===== src/design/bbp_pkg.sv =====
// Shared types and constants for the bicubic Bezier patch evaluator.
`default_nettype none

package bbp_pkg;

    // Defaults for the top-level parameters
    localparam int MAX_GRID_DEF   = 64;
    localparam int COORD_BITS_DEF = 16;

    // Fixed field widths
    localparam int SLOT_W = 4;            // control point slot
    localparam int NUM_CP = 1 << SLOT_W;  // 4x4 grid
    localparam int GRID_W = 6;            // grid row / column
    localparam int STEP_W = 16;           // grid_step, Q1.15
    localparam int W_W    = 16;           // Bernstein and patch weights, Q1.15

    localparam logic [STEP_W-1:0] STEP_RESET = 16'd2048;
    localparam logic [STEP_W-1:0] ONE_Q15    = 16'h8000;

    // Item kinds carried on s_tuser
    typedef enum logic {
        OP_LOAD = 1'b0,
        OP_EVAL = 1'b1
    } opcode_t;

    // Four Bernstein weights, index 0 = (1-s)^3
    typedef logic [3:0][W_W-1:0] weights_t;

    // Status of a sequenced unit
    typedef struct packed {
        logic busy;
        logic done;
    } unit_status_t;

endpackage

`default_nettype wire


===== src/design/bbp_mac.sv =====
// Control point store and multiply-accumulate pass over the 4x4 grid.
`default_nettype none

module bbp_mac
    import bbp_pkg::*;
#(
    parameter int COORD_BITS = COORD_BITS_DEF
) (
    input  wire logic                       aclk,
    input  wire logic                       aresetn,
    input  wire logic                       wr_en,
    input  wire logic [SLOT_W-1:0]          wr_slot,
    input  wire logic [2:0][COORD_BITS-1:0] wr_xyz,
    input  wire logic                       start,
    input  wire weights_t                   bt,
    input  wire weights_t                   bv,
    output logic [2:0][COORD_BITS-1:0]      sum_xyz,
    output unit_status_t                    status
);

    localparam int PR_W  = COORD_BITS + W_W + 1;
    localparam int ACC_W = PR_W + SLOT_W;
    localparam int RS_W  = ACC_W - 15;
    localparam int CNT_W = SLOT_W + 1;
    localparam logic [ACC_W-1:0] HALF_LSB = ACC_W'(1) << 14;

    logic [2:0][COORD_BITS-1:0] store_reg [NUM_CP];
    logic signed [COORD_BITS-1:0] cp_reg [3];
    logic signed [ACC_W-1:0]      acc_reg [3];
    logic [W_W-1:0]               w_reg;
    logic                         pvalid_reg;
    logic [CNT_W-1:0]             cnt_reg;
    logic                         busy_reg;
    logic                         done_reg;

    logic [SLOT_W-1:0]            slot;
    logic                         issue;
    logic [2*W_W-1:0]             wp;
    logic [2*W_W-1:0]             wp_rnd;
    logic signed [PR_W-1:0]       prod [3];

    always_comb begin
        slot   = cnt_reg[SLOT_W-1:0];
        issue  = busy_reg && !cnt_reg[SLOT_W];
        // Patch weight Bv[row] * Bt[col], rounded to Q1.15
        wp     = (2*W_W)'(bv[slot[SLOT_W-1:2]]) * (2*W_W)'(bt[slot[1:0]]);
        wp_rnd = wp + (2*W_W)'(1 << 14);
        for (int k = 0; k < 3; k++) begin
            prod[k] = cp_reg[k] * $signed({1'b0, w_reg});
        end
    end

    // Control point store, cleared by reset
    always_ff @(posedge aclk) begin
        if (!aresetn) begin
            for (int i = 0; i < NUM_CP; i++) begin
                store_reg[i] <= '0;
            end
        end else if (wr_en) begin
            store_reg[wr_slot] <= wr_xyz;
        end
    end

    // Pass control
    always_ff @(posedge aclk) begin
        if (!aresetn) begin
            busy_reg   <= 1'b0;
            done_reg   <= 1'b0;
            pvalid_reg <= 1'b0;
            cnt_reg    <= '0;
        end else begin
            done_reg   <= busy_reg && cnt_reg[SLOT_W];
            pvalid_reg <= issue;
            if (start) begin
                busy_reg <= 1'b1;
                cnt_reg  <= '0;
            end else if (busy_reg) begin
                if (cnt_reg[SLOT_W]) begin
                    busy_reg <= 1'b0;
                end else begin
                    cnt_reg <= cnt_reg + CNT_W'(1);
                end
            end
        end
    end

    // Weight / operand stage, then accumulate
    always_ff @(posedge aclk) begin
        if (issue) begin
            w_reg <= wp_rnd[15 +: W_W];
            for (int k = 0; k < 3; k++) begin
                cp_reg[k] <= $signed(store_reg[slot][k]);
            end
        end
        if (start) begin
            for (int k = 0; k < 3; k++) begin
                acc_reg[k] <= '0;
            end
        end else if (pvalid_reg) begin
            for (int k = 0; k < 3; k++) begin
                acc_reg[k] <= acc_reg[k] + ACC_W'(prod[k]);
            end
        end
    end

    // Round half up, then saturate to the coordinate range
    always_comb begin
        logic [ACC_W-1:0] rs_full;
        logic [RS_W-1:0]  rs;
        logic             fits;
        for (int k = 0; k < 3; k++) begin
            rs_full = acc_reg[k] + HALF_LSB;
            rs      = rs_full[ACC_W-1:15];
            fits    = (&rs[RS_W-1:COORD_BITS-1]) || !(|rs[RS_W-1:COORD_BITS-1]);
            if (fits) begin
                sum_xyz[k] = rs[COORD_BITS-1:0];
            end else if (rs[RS_W-1]) begin
                sum_xyz[k] = {1'b1, {(COORD_BITS-1){1'b0}}};
            end else begin
                sum_xyz[k] = {1'b0, {(COORD_BITS-1){1'b1}}};
            end
        end
    end

    assign status.busy = busy_reg;
    assign status.done = done_reg;

endmodule

`default_nettype wire


===== config.mk =====
export PLATFORM = sky130hd
export DESIGN_NAME = bbp_mac
export DESIGN_NICKNAME = d
export VERILOG_FILES = /design/src/design/bbp_pkg.sv /design/src/design/bbp_mac.sv
export SDC_FILE = /design/constraint.sdc
export NUM_CORES = 2
export LEC_CHECK = 0
export BUFFER_PORTS_ARGS = -buffer_cell sky130_fd_sc_hd__buf_2
export CORE_ASPECT_RATIO = 0.8
export CORE_UTILIZATION = 65
export CTS_CLUSTER_DIAMETER = 30
export CTS_CLUSTER_SIZE = 16
export DETAILED_ROUTE_END_ITERATION = 12
export PLACE_DENSITY = 0.86
export SLEW_MARGIN = 25
export SYNTH_ARGS = -nofsm -noshare
export SYNTH_HDL_FRONTEND = slang
export SYNTH_SLANG_ARGS = --single-unit

===== constraint.sdc =====
create_clock -name aclk -period 7.75 [get_ports aclk]
set_clock_uncertainty 0.15 [all_clocks]
set_input_delay 0.775 -clock aclk [delete_from_list [all_inputs] [get_ports aclk]]
set_output_delay 0.775 -clock aclk [all_outputs]
set_load 0.005 [all_outputs]

[Yosys cells after proc, flatten, opt, wreduce, memory -nomap -nowiden]
Memory sizes are Yosys's and may differ from the RTL's. A register that Yosys moved wholly into a read port is not among the register bits.
Index checks and enable logic that the tools add are counted.
Storage, ports and cells
  logic and storage cells: 79
  output and inout bits: 50
  memories kept: 3
  flip-flop bits (word level): 24
  RAM bits: 927
Cells by class
  multipliers: 4
  order comparisons: 2
  mux-type cells: 33
  bitwise logic cells: 5
  add/subtract/negate cells: 8
  reduce and logical (&&, ||, !) cells: 18
Memories
  store_reg: depth 16, bits a word 48, read ports 1, clocked after memory_dff 1, wr ports 16, RTL line bbp_mac.sv:27  | logic [2:0][COORD_BITS-1:0] store_reg [NUM_CP];
  acc_reg: depth 3, bits a word 37, read ports 3, clocked after memory_dff 0, wr ports 3, RTL line bbp_mac.sv:29  | logic signed [ACC_W-1:0] acc_reg [3];
  cp_reg: depth 3, bits a word 16, read ports 3, clocked after memory_dff 0, wr ports 3, RTL line bbp_mac.sv:28  | logic signed [COORD_BITS-1:0] cp_reg [3];
Operator list (count)
  16-bit 2-to-1 mux: 8
  37-bit by 15-bit adder with 37-bit output (second input constant): 3
  37-bit by 33-bit adder with 37-bit output: 3
  37-bit 2-to-1 mux: 3
  16-bit by 17-bit multiplier with 33-bit output: 3
  16-bit binary-select mux with 2-bit select: 2
  48-bit 2-to-1 mux: 1
  48-bit OR reduction: 1
  31-bit by 15-bit adder with 31-bit output (second input constant): 1
  16-bit by 16-bit multiplier with 31-bit output: 1
  7-bit AND reduction: 3
  7-bit OR reduction: 3
  1-bit 2-to-1 mux: 15
  4-bit 2-to-1 mux: 3
  2-bit by 3-bit less-than comparator with 1-bit output (second input constant): 2
  5-bit by 1-bit adder with 5-bit output (second input constant): 1
  5-bit 2-to-1 mux: 1
  1-bit zero test: 4
  1-bit logical OR: 3
  1-bit OR: 3
  1-bit logical AND: 2
  1-bit NOT: 2
  2-bit AND reduction: 1
  2-bit OR reduction: 1

[Longest topological paths before layout]
  word-level depth: 5
  mapped depth: 28
  mapped depth without buffers: 25

[Least setup slack after synthesis]
Ideal clock, no wire load.
  path type: reg2reg
  from: register cnt_reg[1]
  to: register w_reg[15], data pin
  required time: 7.340 ns
  period minus slack after synthesis: 7.163 ns
  arrival time: 6.753 ns
  buffers on the path: 3
  slack: 0.587 ns
  cell stages (with the launch flop): 28
  cells stage by stage: dfxtp_1 buf_2 buf_1 clkbuf_1 mux2i_1 nand2_1 o21ai_1 inv_1 and2_1 fa_1 inv_1 fa_1 fa_1 inv_1 fa_1 fa_1 inv_1 fa_1 inv_1 ha_1 a21oi_1 o21ai_0 nor2_1 a21oi_2 a31oi_1 o2111ai_1 a21oi_1 xnor2_1
On the way
  longest elaborated chain between the ends: 4
RTL lines
  start: declaration: RTL line bbp_mac.sv:32  | logic [CNT_W-1:0] cnt_reg;
  start signal: assignment: RTL line bbp_mac.sv:81  | cnt_reg <= cnt_reg + CNT_W'(1);
  16-bit binary-select mux with 2-bit select: RTL line bbp_mac.sv:46  | wp = (2*W_W)'(bv[slot[SLOT_W-1:2]]) * (2*W_W)'(bt[slot[1:0]]);
  16-bit 2-to-1 mux (implied by the code): RTL line bbp_mac.sv:46
  16-bit by 16-bit multiplier with 31-bit output: RTL line bbp_mac.sv:46
  31-bit by 15-bit adder with 31-bit output: RTL line bbp_mac.sv:47  | wp_rnd = wp + (2*W_W)'(1 << 14);
  net wp_rnd[30]: RTL line bbp_mac.sv:39  | logic [2*W_W-1:0] wp_rnd;
  end signal: assignment: RTL line bbp_mac.sv:90  | w_reg <= wp_rnd[15 +: W_W];
  end: declaration: RTL line bbp_mac.sv:30  | logic [W_W-1:0] w_reg;
The timed path passes the listed nets, and every way through them passes these cells. The select of a mux whose other input is x is not followed.
A chain may end at the register's enable or synchronous reset.

==> impl_metrics.py <==
metrics = {
    "status": {
        "status": "complete, but fails checks",
        "violations": "negative setup slack",
    },
    "global_routing": {
        "met2_usage": 0.579,
        "grt_usage": 0.368,
        "grt-ovfl-total": 0,
        "grt_pass1_wl_um": 350000,
        "met1_usage": 0.463,
        "grt_pass1_vias": 60704,
        "top_usage_layer": "met2",
        "use_met3": 0.103,
        "grt_max_degree": 139,
        "antenna_found_initial": 30,
    },
    "die": {
        "die_y_um": 318,
        "die_area_um2": 126000,
        "rows": 115,
        "start_util": 0.657,
        "core_area_um2": 123000,
        "ios": 234,
        "die_x_um": 397,
    },
    "yosys": {
        "yosys.area_share.simple": 0.150,
        "synthTopCellsByArea": "edfxtp_1, fa_1, and2_1",
        "ys_types": 83,
        "synth_seq_cells": 955,
        "synth_top_family_by_area": "adder cells",
        "synth_seq_area_share": 0.352,
        "synth_top_area_frac": 0.349,
        "synth_xor_area_frac": 0.0166,
        "synth-compound-area-share": 0.0346,
        "syn-num-nets": 8696,
        "synthMostInstantiatedCell": "inv_1",
        "synth_ff_type": "edfxtp_1",
        "synthCells": 7140,
        "syn_area_um2": 81000,
        "synth_mux_area_frac": 0.0773,
        "synth_common_cells": "inv_1, and2_1, edfxtp_1",
        "ys_async_sr_fraction": 0,
        "yosys.area.top_type": "edfxtp_1",
        "ys_warn_count": 0,
        "synthAdderAreaFrac": 0.293,
        "syn_area_per_cell_um2": 11.3,
        "synth_edf_count": 943,
    },
    "routing": {
        "viasPerCell": 6.32,
        "antenna_left": 0,
        "drc": 0,
        "wire_per_inst_um": 25.8,
        "vias": 57317,
        "drt_wl_total_um": 234000,
        "dr.first_iter.drc_count": 7265,
        "dr.pass1.iters": 7,
    },
    "clock_network": {
        "hold_buffers": 0,
        "clk_path_buf_depth": 3,
        "clockRootBuffer": "clkbuf_16",
        "clk_pin_slew_ps": 50,
        "clock-sinks": 955,
        "htree_num_levels": 4,
        "clock_latency_ps": 850,
        "cts_made_buffers": 164,
        "cts_tree": "done",
    },
    "timing": {
        "hold_viol": 0,
        "drv_slew": 0,
        "setup_tns_ps": -6.25,
        "worst_slew_pin_slew_ps": 1150,
        "min_period_ps": 7760,
        "min_period_over_period": 1.00,
        "hold_slack_ps": 180,
        "worst_slack_ps": -6.25,
        "setup_viol": 1,
        "fmax_ghz": 0.129,
        "max_slew_margin": 0.235,
    },
    "critical_path": {
        "slowest_delay_ps": 940,
        "crit_arrival_ps": 8080,
        "crit_path_end_kind": "flip-flop",
        "slowest_stage": "edfxtp_1",
        "worst-path-max-fanout": 14,
        "crit_chain": "buf_4, nand2_1, fa_1, inv_1, ha_1, fa_1, inv_1, fa_1, inv_1, fa_1, inv_1, fa_1, inv_1, ha_1, a2111oi_0, o21ai_0, nand4_1, a31oi_2, o21ai_0, a21boi_0, o31ai_1, xor2_1, nor2_1",
        "required_ps": 8070,
        "cp-start-kind": "flip-flop",
        "worstSetupPathType": "reg2reg",
    },
    "cells_and_area": {
        "n_fill_cell": 7496,
        "largest_reg_flops": 768,
        "regArea_um2": 28600,
        "drive_gt1_frac": 0.132,
        "final_nets": 8827,
        "area_growth_pct": 11.3,
        "multi_input_area_um2": 46600,
    },
    "place": {
        "numPortBuffers": 233,
        "gp_congestion": 0.934,
        "dp_hpwl_um": 144000,
    },
    "hold_path": {
        "hold_class": "in2reg",
    },
    "job": {
        "maxCapViolCount": 0,
    },
}
## kinds of logic after synthesis
group | count (synthesis)
AOI/OAI and AO/OA | 433
xor gates and xnor gates | 154
adders and majority gates | 1372
buffers and inverters | 1639
DFF | 955
muxes | 299
and+or+nand+nor | 2288
## path summary, 6_finish.rpt
path              slack, ps        endpoint  cells after the start       start
setup / recovery         -6  acc_reg[0][66]                     23    w_reg[3]
hold / removal          180        busy_reg                      2       start
setup reg to reg         -6  acc_reg[0][66]                     23    w_reg[3]
hold reg to reg         410        done_reg                      1  cnt_reg[4]
## critical path: cells and delay by family (launching register included)
| kind | cells | cell delay (ps) |
|---|---|---|
| fa+ha+maj | 7 | 3150 |
| compound gates | 6 | 1880 |
| flops | 1 | 940 |
| buf+inv | 6 | 690 |
| simple gates | 3 | 410 |
| xor+xnor | 1 | 180 |
## per-stage QoR
stage | cells | worst slack [ps] | util | cell area [µm²]
floorplan | 7140 | 587 | - | 81000
global placement | 8724 | 490 | 0.681 | 84000
detailed placement | 8729 | 306 | 0.682 | 84100
CTS | 9033 | 190 | 0.729 | 89900
global route | 9055 | -24.4 | 0.731 | 90100
finish | 9068 | -6.25 | 0.731 | 90200
## repair_timing
action,in CTS,in global routing
gates resized for setup,0,6
endpoints found under the setup margin,0,15
buffers inserted,0,10
## placed cells by master (no fill, tap or decap), drive strengths merged, types with 15 or more instances in the layout
master,instances
clkinvlp,17
mux2i,24
and2,1184
nor3,38
buf,361
nand4,23
bufinv,19
nor2b,27
clkbuf,179
edfxtp,943
and3,17
a21oi,97
nand2,605
fa,874
a211oi,17
o21a,23
ha,498
xnor2,87
o21ai,137
nor2,242
mux2,15
clkinv,61
xor2,67
nand2b,48
a31oi,17
mux4,260
diode,21
a21o,51
inv,1271
nand3,54
## metal layers
layer  vias to the layer above  routed length [µm]
li1                      23402                   -
met2                      4498              108000
met5                         -                 101
met3                      1072               30400
met4                        16               15300
met1                     28329               79900
## final cells by class
| type | count | share of cell area |
|---|---|---|
| Tap cell | 1638 | 0.0227 |
| Sequential cell | 955 | 0.317 |
| Inverter | 1243 | 0.0518 |
| Clock buffer | 179 | 0.0464 |
| Multi-Input combinational cell | 4546 | 0.517 |
| Antenna cell | 21 | 0.000583 |
| Clock inverter | 125 | 0.0177 |
| Timing Repair Buffer | 361 | 0.0271 |
Power is not shown: default switching activity piles up to over one toggle a cycle in this logic, so the estimate is an artifact.
