$ cat src/design/bbp_pkg.sv
// Shared types and constants for the bicubic Bezier patch evaluator.
`default_nettype none

package bbp_pkg;

    // Defaults for the top-level parameters
    localparam int MAX_GRID_DEF   = 64;
    localparam int COORD_BITS_DEF = 16;

    // Fixed field widths
    localparam int SLOT_W = 4;            // control point slot
    localparam int NUM_CP = 1 << SLOT_W;  // 4x4 grid
    localparam int GRID_W = 6;            // grid row / column
    localparam int STEP_W = 16;           // grid_step, Q1.15
    localparam int W_W    = 16;           // Bernstein and patch weights, Q1.15

    localparam logic [STEP_W-1:0] STEP_RESET = 16'd2048;
    localparam logic [STEP_W-1:0] ONE_Q15    = 16'h8000;

    // Item kinds carried on s_tuser
    typedef enum logic {
        OP_LOAD = 1'b0,
        OP_EVAL = 1'b1
    } opcode_t;

    // Four Bernstein weights, index 0 = (1-s)^3
    typedef logic [3:0][W_W-1:0] weights_t;

    // Status of a sequenced unit
    typedef struct packed {
        logic busy;
        logic done;
    } unit_status_t;

endpackage

`default_nettype wire

$ cat src/design/bbp_weight_unit.sv
// Bernstein weight generator: one shared multiplier stepped through 16 products.
`default_nettype none

module bbp_weight_unit
    import bbp_pkg::*;
#(
    parameter int MAX_GRID = MAX_GRID_DEF
) (
    input  wire logic              aclk,
    input  wire logic              aresetn,
    input  wire logic              start,
    input  wire logic [GRID_W-1:0] row,
    input  wire logic [GRID_W-1:0] col,
    input  wire logic [STEP_W-1:0] grid_step,
    output weights_t               bt,
    output weights_t               bv,
    output unit_status_t           status
);

    localparam int IDX_W = ($clog2(MAX_GRID) > GRID_W) ? $clog2(MAX_GRID) : GRID_W;
    localparam logic [IDX_W-1:0] IDX_LAST = IDX_W'(MAX_GRID - 1);
    localparam int MA_W = 32;
    localparam int P_W  = MA_W + STEP_W;
    localparam logic [P_W-1:0] RND30 = P_W'(1) << 29;

    // Product schedule for one parameter
    typedef enum logic [2:0] {
        WS_PARAM = 3'd0,   // s = idx * step
        WS_SS    = 3'd1,
        WS_UU    = 3'd2,
        WS_SU    = 3'd3,
        WS_B3    = 3'd4,
        WS_B0    = 3'd5,
        WS_B1    = 3'd6,
        WS_B2    = 3'd7
    } wstep_t;

    wstep_t            wstep_reg;
    logic              bank_reg;      // 0: t from row, 1: v from col
    logic              busy_reg;
    logic              done_reg;
    logic [STEP_W-1:0] s_reg;
    logic [STEP_W-1:0] u_reg;
    logic [30:0]       ss_reg;
    logic [30:0]       uu_reg;
    logic [31:0]       su3_reg;
    weights_t          bt_reg;
    weights_t          bv_reg;

    logic [IDX_W-1:0]  idx_raw;
    logic [IDX_W-1:0]  idx_clamped;
    logic [MA_W-1:0]   mul_a;
    logic [STEP_W-1:0] mul_b;
    logic [P_W-1:0]    prod;
    logic [P_W-1:0]    prod_rnd;
    logic [W_W-1:0]    b_val;
    logic [STEP_W-1:0] s_val;
    logic              last_step;

    // Sample index, clamped to the grid
    always_comb begin
        idx_raw     = bank_reg ? IDX_W'(col) : IDX_W'(row);
        idx_clamped = (idx_raw > IDX_LAST) ? IDX_LAST : idx_raw;
    end

    // Operand select for the shared multiplier
    always_comb begin
        case (wstep_reg)
            WS_PARAM: begin
                mul_a = MA_W'(idx_clamped);
                mul_b = grid_step;
            end
            WS_SS: begin
                mul_a = MA_W'(s_reg);
                mul_b = s_reg;
            end
            WS_UU: begin
                mul_a = MA_W'(u_reg);
                mul_b = u_reg;
            end
            WS_SU: begin
                mul_a = MA_W'(s_reg);
                mul_b = u_reg;
            end
            WS_B3: begin
                mul_a = MA_W'(ss_reg);
                mul_b = s_reg;
            end
            WS_B0: begin
                mul_a = MA_W'(uu_reg);
                mul_b = u_reg;
            end
            WS_B1: begin
                mul_a = su3_reg;
                mul_b = u_reg;
            end
            WS_B2: begin
                mul_a = su3_reg;
                mul_b = s_reg;
            end
            default: begin
                mul_a = '0;
                mul_b = '0;
            end
        endcase
    end

    always_comb begin
        prod      = P_W'(mul_a) * P_W'(mul_b);
        prod_rnd  = prod + RND30;
        b_val     = prod_rnd[30 +: W_W];
        s_val     = (prod > P_W'(ONE_Q15)) ? ONE_Q15 : prod[STEP_W-1:0];
        last_step = bank_reg && (wstep_reg == WS_B2);
    end

    // Sequencer
    always_ff @(posedge aclk) begin
        if (!aresetn) begin
            busy_reg  <= 1'b0;
            done_reg  <= 1'b0;
            bank_reg  <= 1'b0;
            wstep_reg <= WS_PARAM;
        end else begin
            done_reg <= busy_reg && last_step;
            if (start) begin
                busy_reg  <= 1'b1;
                bank_reg  <= 1'b0;
                wstep_reg <= WS_PARAM;
            end else if (busy_reg) begin
                wstep_reg <= wstep_t'(wstep_reg + 3'd1);
                if (wstep_reg == WS_B2) begin
                    bank_reg <= 1'b1;
                end
                if (last_step) begin
                    busy_reg <= 1'b0;
                end
            end
        end
    end

    // Intermediate products and weight banks
    always_ff @(posedge aclk) begin
        if (busy_reg) begin
            case (wstep_reg)
                WS_PARAM: begin
                    s_reg <= s_val;
                    u_reg <= ONE_Q15 - s_val;
                end
                WS_SS: ss_reg <= prod[30:0];
                WS_UU: uu_reg <= prod[30:0];
                WS_SU: su3_reg <= prod[31:0] + {prod[30:0], 1'b0};
                WS_B3: begin
                    if (bank_reg) bv_reg[3] <= b_val;
                    else          bt_reg[3] <= b_val;
                end
                WS_B0: begin
                    if (bank_reg) bv_reg[0] <= b_val;
                    else          bt_reg[0] <= b_val;
                end
                WS_B1: begin
                    if (bank_reg) bv_reg[1] <= b_val;
                    else          bt_reg[1] <= b_val;
                end
                WS_B2: begin
                    if (bank_reg) bv_reg[2] <= b_val;
                    else          bt_reg[2] <= b_val;
                end
                default: begin
                end
            endcase
        end
    end

    assign bt          = bt_reg;
    assign bv          = bv_reg;
    assign status.busy = busy_reg;
    assign status.done = done_reg;

endmodule

`default_nettype wire

$ cat config.mk
export PLATFORM = sky130hd
export DESIGN_NAME = bbp_weight_unit
export DESIGN_NICKNAME = d
export VERILOG_FILES = /design/src/design/bbp_pkg.sv /design/src/design/bbp_weight_unit.sv
export SDC_FILE = /design/constraint.sdc
export NUM_CORES = 2
export LEC_CHECK = 0
export BUFFER_PORTS_ARGS = -buffer_cell sky130_fd_sc_hd__buf_2
export CAP_MARGIN = 40
export CORE_MARGIN = 2
export CORE_UTILIZATION = 58
export DETAILED_ROUTE_END_ITERATION = 7
export PLACE_DENSITY = 0.78
export SLEW_MARGIN = 10
export SYNTH_ARGS = -nofsm -noshare
export SYNTH_HDL_FRONTEND = slang
export SYNTH_SLANG_ARGS = --single-unit
export TNS_END_PERCENT = 50
$ cat constraint.sdc
create_clock -name aclk -period 10.13 [get_ports aclk]
set_clock_uncertainty 0.2 [all_clocks]
set_input_delay 0.5065 -clock aclk [delete_from_list [all_inputs] [get_ports aclk]]
set_output_delay 0.5065 -clock aclk [all_outputs]
set_load 0.01 [all_outputs]
-- Yosys cells after proc, flatten, opt, wreduce, memory -nomap -nowiden
Index checks and enable logic that the tools add are counted.
- register bits after elaboration: 260
- logic and storage cells: 62
- add/subtract/negate cells: 4
- $mul: 1
- $lt $le $gt $ge: 2
- equal/unequal tests: 7
- multiplexer cells: 8
- bitwise logic cells: 2
- reduce and logical (&&, ||, !) cells: 21
- operators by type and width (kind ; count):
    case mux 32 bit (6 select lines) ; 1
    greater-than comparator 48 x 16 -> 1 bit, second input constant ; 1
    multiplier 32 x 16 -> 48 bit ; 1
    case mux 16 bit (3 select lines) ; 1
    adder 46 x 30 -> 46 bit, second input constant ; 1
    adder 32 bit ; 1
    AND reduction 3 bit ; 8
    2-to-1 mux 16 bit ; 1
    subtractor 16 bit, first input constant ; 1
    == test 3 bit, second input constant ; 4
    2-to-1 mux 6 bit ; 2
    AND reduction 2 bit ; 5
    == test 3 x 2 -> 1 bit, second input constant ; 2
    greater-than comparator 6 bit, second input constant ; 1
    OR reduction 2 bit ; 3
    OR reduction 4 bit ; 1
    adder 3 x 1 -> 3 bit, second input constant ; 1
    == test 3 x 1 -> 1 bit, second input constant ; 1
    zero test 3 bit ; 1
    2-to-1 mux 1 bit ; 3
    OR reduction 3 bit ; 1
    logical AND 1 bit ; 2
    NOT 1 bit ; 2

-- Depth between registers and ports, before layout
- depth after elaboration: 8
- depth in mapped cells: 50
- mapped depth without buffers: 44

-- Worst setup path before layout
OpenSTA, ideal clock, no wires.
- kind: reg2reg
- start: register wstep_reg[2]
- end: register u_reg[10], data pin
- setup time: 269 ps
- arrival time: 10097 ps
- required time: 9661 ps
- slack: -436 ps
- cell stages (with the launch flop): 45
- cells stage by stage: dfxtp_1 > clkbuf_1 > inv_1 > ha_1 > nor3_1 > clkbuf_1 > nor2b_1 > a221oi_1 > clkbuf_1 > nor2_1 > fa_1 > inv_1 > fa_1 > fa_1 > inv_1 > fa_1 > fa_1 > inv_1 > (+9 left out) > o21ai_0 > xor2_1 > inv_1 > ha_1 > nand4_1 > o2111ai_1 > a21oi_1 > a21oi_1 > nor3_1 > nand4_2 > or3_1 > buf_2 > or2_1 > ha_1 > clkbuf_1 > nand3_1 > o21a_1 > o22ai_1
- word-level cells in the longest chain between the ends: 7
- RTL lines (element ; line ; text):
    from (decl) ; bbp_weight_unit.sv:38 ; wstep_t wstep_reg;
    from (signal assigned) ; bbp_weight_unit.sv:130 ; wstep_reg <= wstep_t'(wstep_reg + 3'd1);
    == test 3 bit (tied with other cells) ; bbp_weight_unit.sv:68 ; case (wstep_reg)
    OR reduction 4 bit (no line) (tied with other cells) ; -- ;
    case mux 16 bit (3 select lines) or case mux 32 bit (6 select lines) (tied branches) ; bbp_weight_unit.sv:68 ;
    multiplier 32 x 16 -> 48 bit (*) ; bbp_weight_unit.sv:109 ; prod = P_W'(mul_a) * P_W'(mul_b);
    via prod[28] ; bbp_weight_unit.sv:54 ; logic [P_W-1:0] prod;
    greater-than comparator 48 x 16 -> 1 bit (*) ; bbp_weight_unit.sv:112 ; s_val = (prod > P_W'(ONE_Q15)) ? ONE_Q15 : prod[STEP_W-1:0];
    2-to-1 mux 16 bit (*) ; bbp_weight_unit.sv:112 ;
    subtractor 16 bit (*) ; bbp_weight_unit.sv:147 ; u_reg <= ONE_Q15 - s_val;
    to (signal assigned) ; bbp_weight_unit.sv:147 ;
    to (decl) ; bbp_weight_unit.sv:43 ; logic [STEP_W-1:0] u_reg;
Mark *: on every way through the listed nets, which the timed path passes. The rest lies on a longest branch.
A chain may end at the register's enable or synchronous reset.

-- Worst setup path after layout
- start: register wstep_reg[1]
- end: register u_reg[4], data pin
- word-level cells in the longest chain between the ends: 7
- RTL lines (element ; line):
    == test 3 bit (tied with other cells) ; bbp_weight_unit.sv:68
    OR reduction 4 bit (no line) (tied with other cells) ; --
    case mux 16 bit (3 select lines) or case mux 32 bit (6 select lines) (tied branches) ; bbp_weight_unit.sv:68
    multiplier 32 x 16 -> 48 bit (*) ; bbp_weight_unit.sv:109
    greater-than comparator 48 x 16 -> 1 bit ; bbp_weight_unit.sv:112
    2-to-1 mux 16 bit (*) ; bbp_weight_unit.sv:112
    subtractor 16 bit (*) ; bbp_weight_unit.sv:147
Every way passes the cells marked *; elsewhere a longest branch is shown, timed or not.

==> results list <==
* Status: completed
* Total half-perimeter wirelength after legalization and detailed placement: 80,400 um
- The number of clock buffers added by TritonCTS is 25.
- Worst path buffer plus inverter count: 8
- The via count of the first global-routing pass came to 24,800.
- Total GRT Usage: 39.8%
- In this run the deepest clock path goes through 3 buffers.
* Sequential fraction of the synthesis area: 27.6%
- Top-level port count: 161
- Counting every instance in the synthesized netlist gives 2,814.
- Flop2flop setup slack: 0.29 ns
* Antenna fix cells: 0
- Cell family with most CP delay: adder cells
- Remaining number of nets flagged by the antenna check after routing: 0
- Largest net degree at the start of global routing: 33
- By startpoint and endpoint, the worst setup path is classified as flop to flop.
* Cell area after layout: 34,100 um2
- Launching element type of the critical path: flop
- The first global-routing pass estimated 146,000 um of wire.
- In this run, distinct cell masters in the synthesized netlist total 82.
* Total nets after synthesis: 3,441
- Relative to the synthesized area, the layout overhead comes to 22.1%.
- Clock tree from TritonCTS: built
* Clock-pin transition on the worst setup and hold timing paths: 0.08 ns
* Capture instance of the worst register-to-register path: u_reg[4]
- The worst hold path passes through 2 cells.
- Ys flop type: sky130_fd_sc_hd__edfxtp_1
- Along the worst path, the maximum fanout reaches 8.
- Via count: 23,300
- Cell at the root of the clock tree: sky130_fd_sc_hd__clkbuf_16
* Total standard cell area after synthesis: 27,900 um2
* Final weighted congestion in routability-driven placement: 1.04
- Number of cell instances on the worst register-to-register path: 40
* Drc violations: 0
* Maxcap violations: 0
- Hold Path End: done_reg
- First-pass DRT Iterations: 7
- At the later pin of the worst-skew pair, clock insertion delay measures 0.54 ns.
- The min-delay analysis places its worst path in the category input pin to flop.
* Routed via count divided by cell count: 5.90
- Row cnt: 80
* Unrepaired setup endpoints after global routing: yes
- At the worst endpoint, the required time is 10.22 ns.
- CTS built an H-tree with a depth of 1.
- Once routing completed, OpenROAD measured the worst setup slack at 0.294 ns.
- Final net count: 3,952
- Number of antenna violations at the first check in global routing: 0
- The count of endpoints failing hold in the final timing report was 0.
* Cell Area, Placed: 32,600 um2
- Arrival time reported for the critical path endpoint: 9.93 ns
- 1st-iter DRT viols: 2,062
- Share of async-settable or async-resettable flops after synthesis: 0%
- Static timing analysis puts the maximum clock frequency at 0.102 GHz.
* Delay of the slowest cell on the worst path: 0.59 ns
* Flip-flop and latch count after synthesis: 259
- Once the floorplan was initialized, standard cells occupied 58.7% of the core.
- For the pin with the worst max-slew slack, the measured transition is 0.828 ns.
- Prior to clock tree synthesis, the placed netlist has a worst setup slack of -0.503 ns.
- For this run, the number of Yosys warnings is 0.
- Die ar.: 50,000 um2
* Post-detailed-route wirelength per cell: 24.4 um
* Hold Startpoint: aresetn
- From left edge to right edge, the die measures 224 um.
* Total routed wirelength: 96,700 um
- Slew headroom: 44.4%
- Count of input and output buffers: 160
* Y dimension of the die: 224 um
* Cell with the most instances on the worst path: sky130_fd_sc_hd__fa_1
- Core area: 47,600 um2
- After filler insertion, the fill cell instance count of the layout stands at 3,536.
* Number of synthesized flops with an enable pin: 253
* Average size of a mapped cell: 9.93 um2
- The slowest stage of the critical path belongs to the cell sky130_fd_sc_hd__fa_1.
- Number of max-slew violations in the final report: 0
* Post-layout min period: 9.84 ns
- Crit path capture type: flop
- Tightest hold margin: 0.0206 ns
* Crit share post-route: 97.1%
- Reg-to-reg critical path startpoint: wstep_reg[1]
- CTS saw 259 sinks.
- Endpoints failing setup: 0
* Layout cell share with drive strength beyond 1: 22.8%
* Grt total ovfl: 0
- Once layout is complete, the utilization of the core stands at 71.6%.
[cell usage in the layout (no fill, tap or decap), drive strengths merged, types with 24 or more instances in the layout]
master  netlist  layout
and2         36      36
buf          19     599
edfxtp      253     253
inv         480     482
nor2        288     288
clkbuf       99      27
a22oi        34      34
nor3         27      27
ha          177     177
a221o        26      26
a21oi        88      88
a21o         30      30
nor2b        31      32
a221oi       28      28
nand2       430     430
fa          419     419
o21ai        43      43
xor2         24      24
xnor2        67      67
[synth_stat cells (6+ instances only)]
library cell / count / area share (%)
sky130_fd_sc_hd__a22oi_1: 34 / 0.91
sky130_fd_sc_hd__o22ai_1: 6 / 0.13
sky130_fd_sc_hd__clkbuf_1: 99 / 1.3
sky130_fd_sc_hd__mux2_2: 8 / 0.32
sky130_fd_sc_hd__buf_1: 13 / 0.17
sky130_fd_sc_hd__a221oi_1: 27 / 0.85
sky130_fd_sc_hd__o21ai_0: 38 / 0.68
sky130_fd_sc_hd__o31ai_1: 7 / 0.19
sky130_fd_sc_hd__xnor2_1: 67 / 2.1
sky130_fd_sc_hd__nand3_1: 20 / 0.36
sky130_fd_sc_hd__ha_1: 177 / 7.9
sky130_fd_sc_hd__nand4_1: 17 / 0.38
sky130_fd_sc_hd__and3_1: 12 / 0.27
sky130_fd_sc_hd__nor3_1: 22 / 0.39
sky130_fd_sc_hd__nor4_1: 10 / 0.22
sky130_fd_sc_hd__nor2b_1: 31 / 0.69
sky130_fd_sc_hd__dfxtp_1: 6 / 0.43
sky130_fd_sc_hd__nand2b_1: 17 / 0.38
sky130_fd_sc_hd__a21o_1: 29 / 0.78
sky130_fd_sc_hd__a21oi_1: 86 / 1.5
sky130_fd_sc_hd__o21a_1: 16 / 0.43
sky130_fd_sc_hd__o21bai_1: 11 / 0.30
sky130_fd_sc_hd__fa_1: 419 / 30
sky130_fd_sc_hd__nand2_1: 430 / 5.8
sky130_fd_sc_hd__xor2_1: 24 / 0.75
sky130_fd_sc_hd__edfxtp_1: 253 / 27
sky130_fd_sc_hd__a221o_1: 26 / 0.93
sky130_fd_sc_hd__nor2_1: 287 / 3.9
sky130_fd_sc_hd__inv_1: 480 / 6.4
sky130_fd_sc_hd__and2_1: 35 / 0.78
sky130_fd_sc_hd__a31oi_1: 6 / 0.13
[area by class of cell]
| cell class | count | area [um2] | share of cell area, % |
|---|---|---|---|
| Multi-Input combinational cell | 1958 | 18500 | 54.3 |
| Timing Repair Buffer | 601 | 4520 | 13.2 |
| Clock buffer | 27 | 633 | 1.86 |
| Tap cell | 615 | 769 | 2.26 |
| Clock inverter | 15 | 159 | 0.466 |
| Inverter | 480 | 1800 | 5.28 |
| Sequential cell | 259 | 7720 | 22.6 |
[logic make-up (layout without fill, tap and decap cells)]
kind of cell	after synthesis	in the layout	synth area share, %
flops	259	259	27.6
fa+ha+maj	596	596	37.9
mux	12	12	0.466
xor+xnor	91	91	2.85
compound gates	346	346	8.90
simple gates	912	913	14.1
buf+inv	598	1123	8.12
[how the worst max path moves through the flow]
stage                             from        end  slack, ns  cells past startpoint
final                     wstep_reg[1]   u_reg[4]       0.29                     40
after CTS                 wstep_reg[0]   u_reg[4]       0.03                     42
after global placement    wstep_reg[0]   u_reg[4]      -0.40                     39
after floorplan           wstep_reg[1]  u_reg[10]      0.007                     46
after detailed placement  wstep_reg[0]   u_reg[4]      -0.50                     39
after global routing      wstep_reg[1]   u_reg[4]      -0.11                     41
[per-layer routing]
layer / global-route usage [%] / routed length [um] / share of wire, %
met5: 0 / 0 / 0
met4: 27.8 / 8310 / 8.6
met3: 6.53 / 8120 / 8.4
met2: 67.8 / 47200 / 49
met1: 46.1 / 33000 / 34
[stage by stage]
step / setup TNS, ns / instances
finish: 0 / 3955
global route: -0.368 / 3955
CTS: 0 / 3938
detailed placement: -3.28 / 3886
global placement: -2.48 / 3882
floorplan: 0 / 2814
[timing repair]
| action | CTS | global route |
|---|---|---|
| setup buffers | 7 | 17 |
| hold buffers | 2 | 0 |
| gates resized for setup | 35 | 90 |
| setup endpoints to repair | 14 | 70 |
| hold endpoints to repair | 1 | 0 |
| cloned | 1 | 0 |
| pin swaps | 10 | 39 |
Power is left out: the tool's default activity adds up to more than one toggle a clock period on the data nets, which glitch-free logic cannot reach.
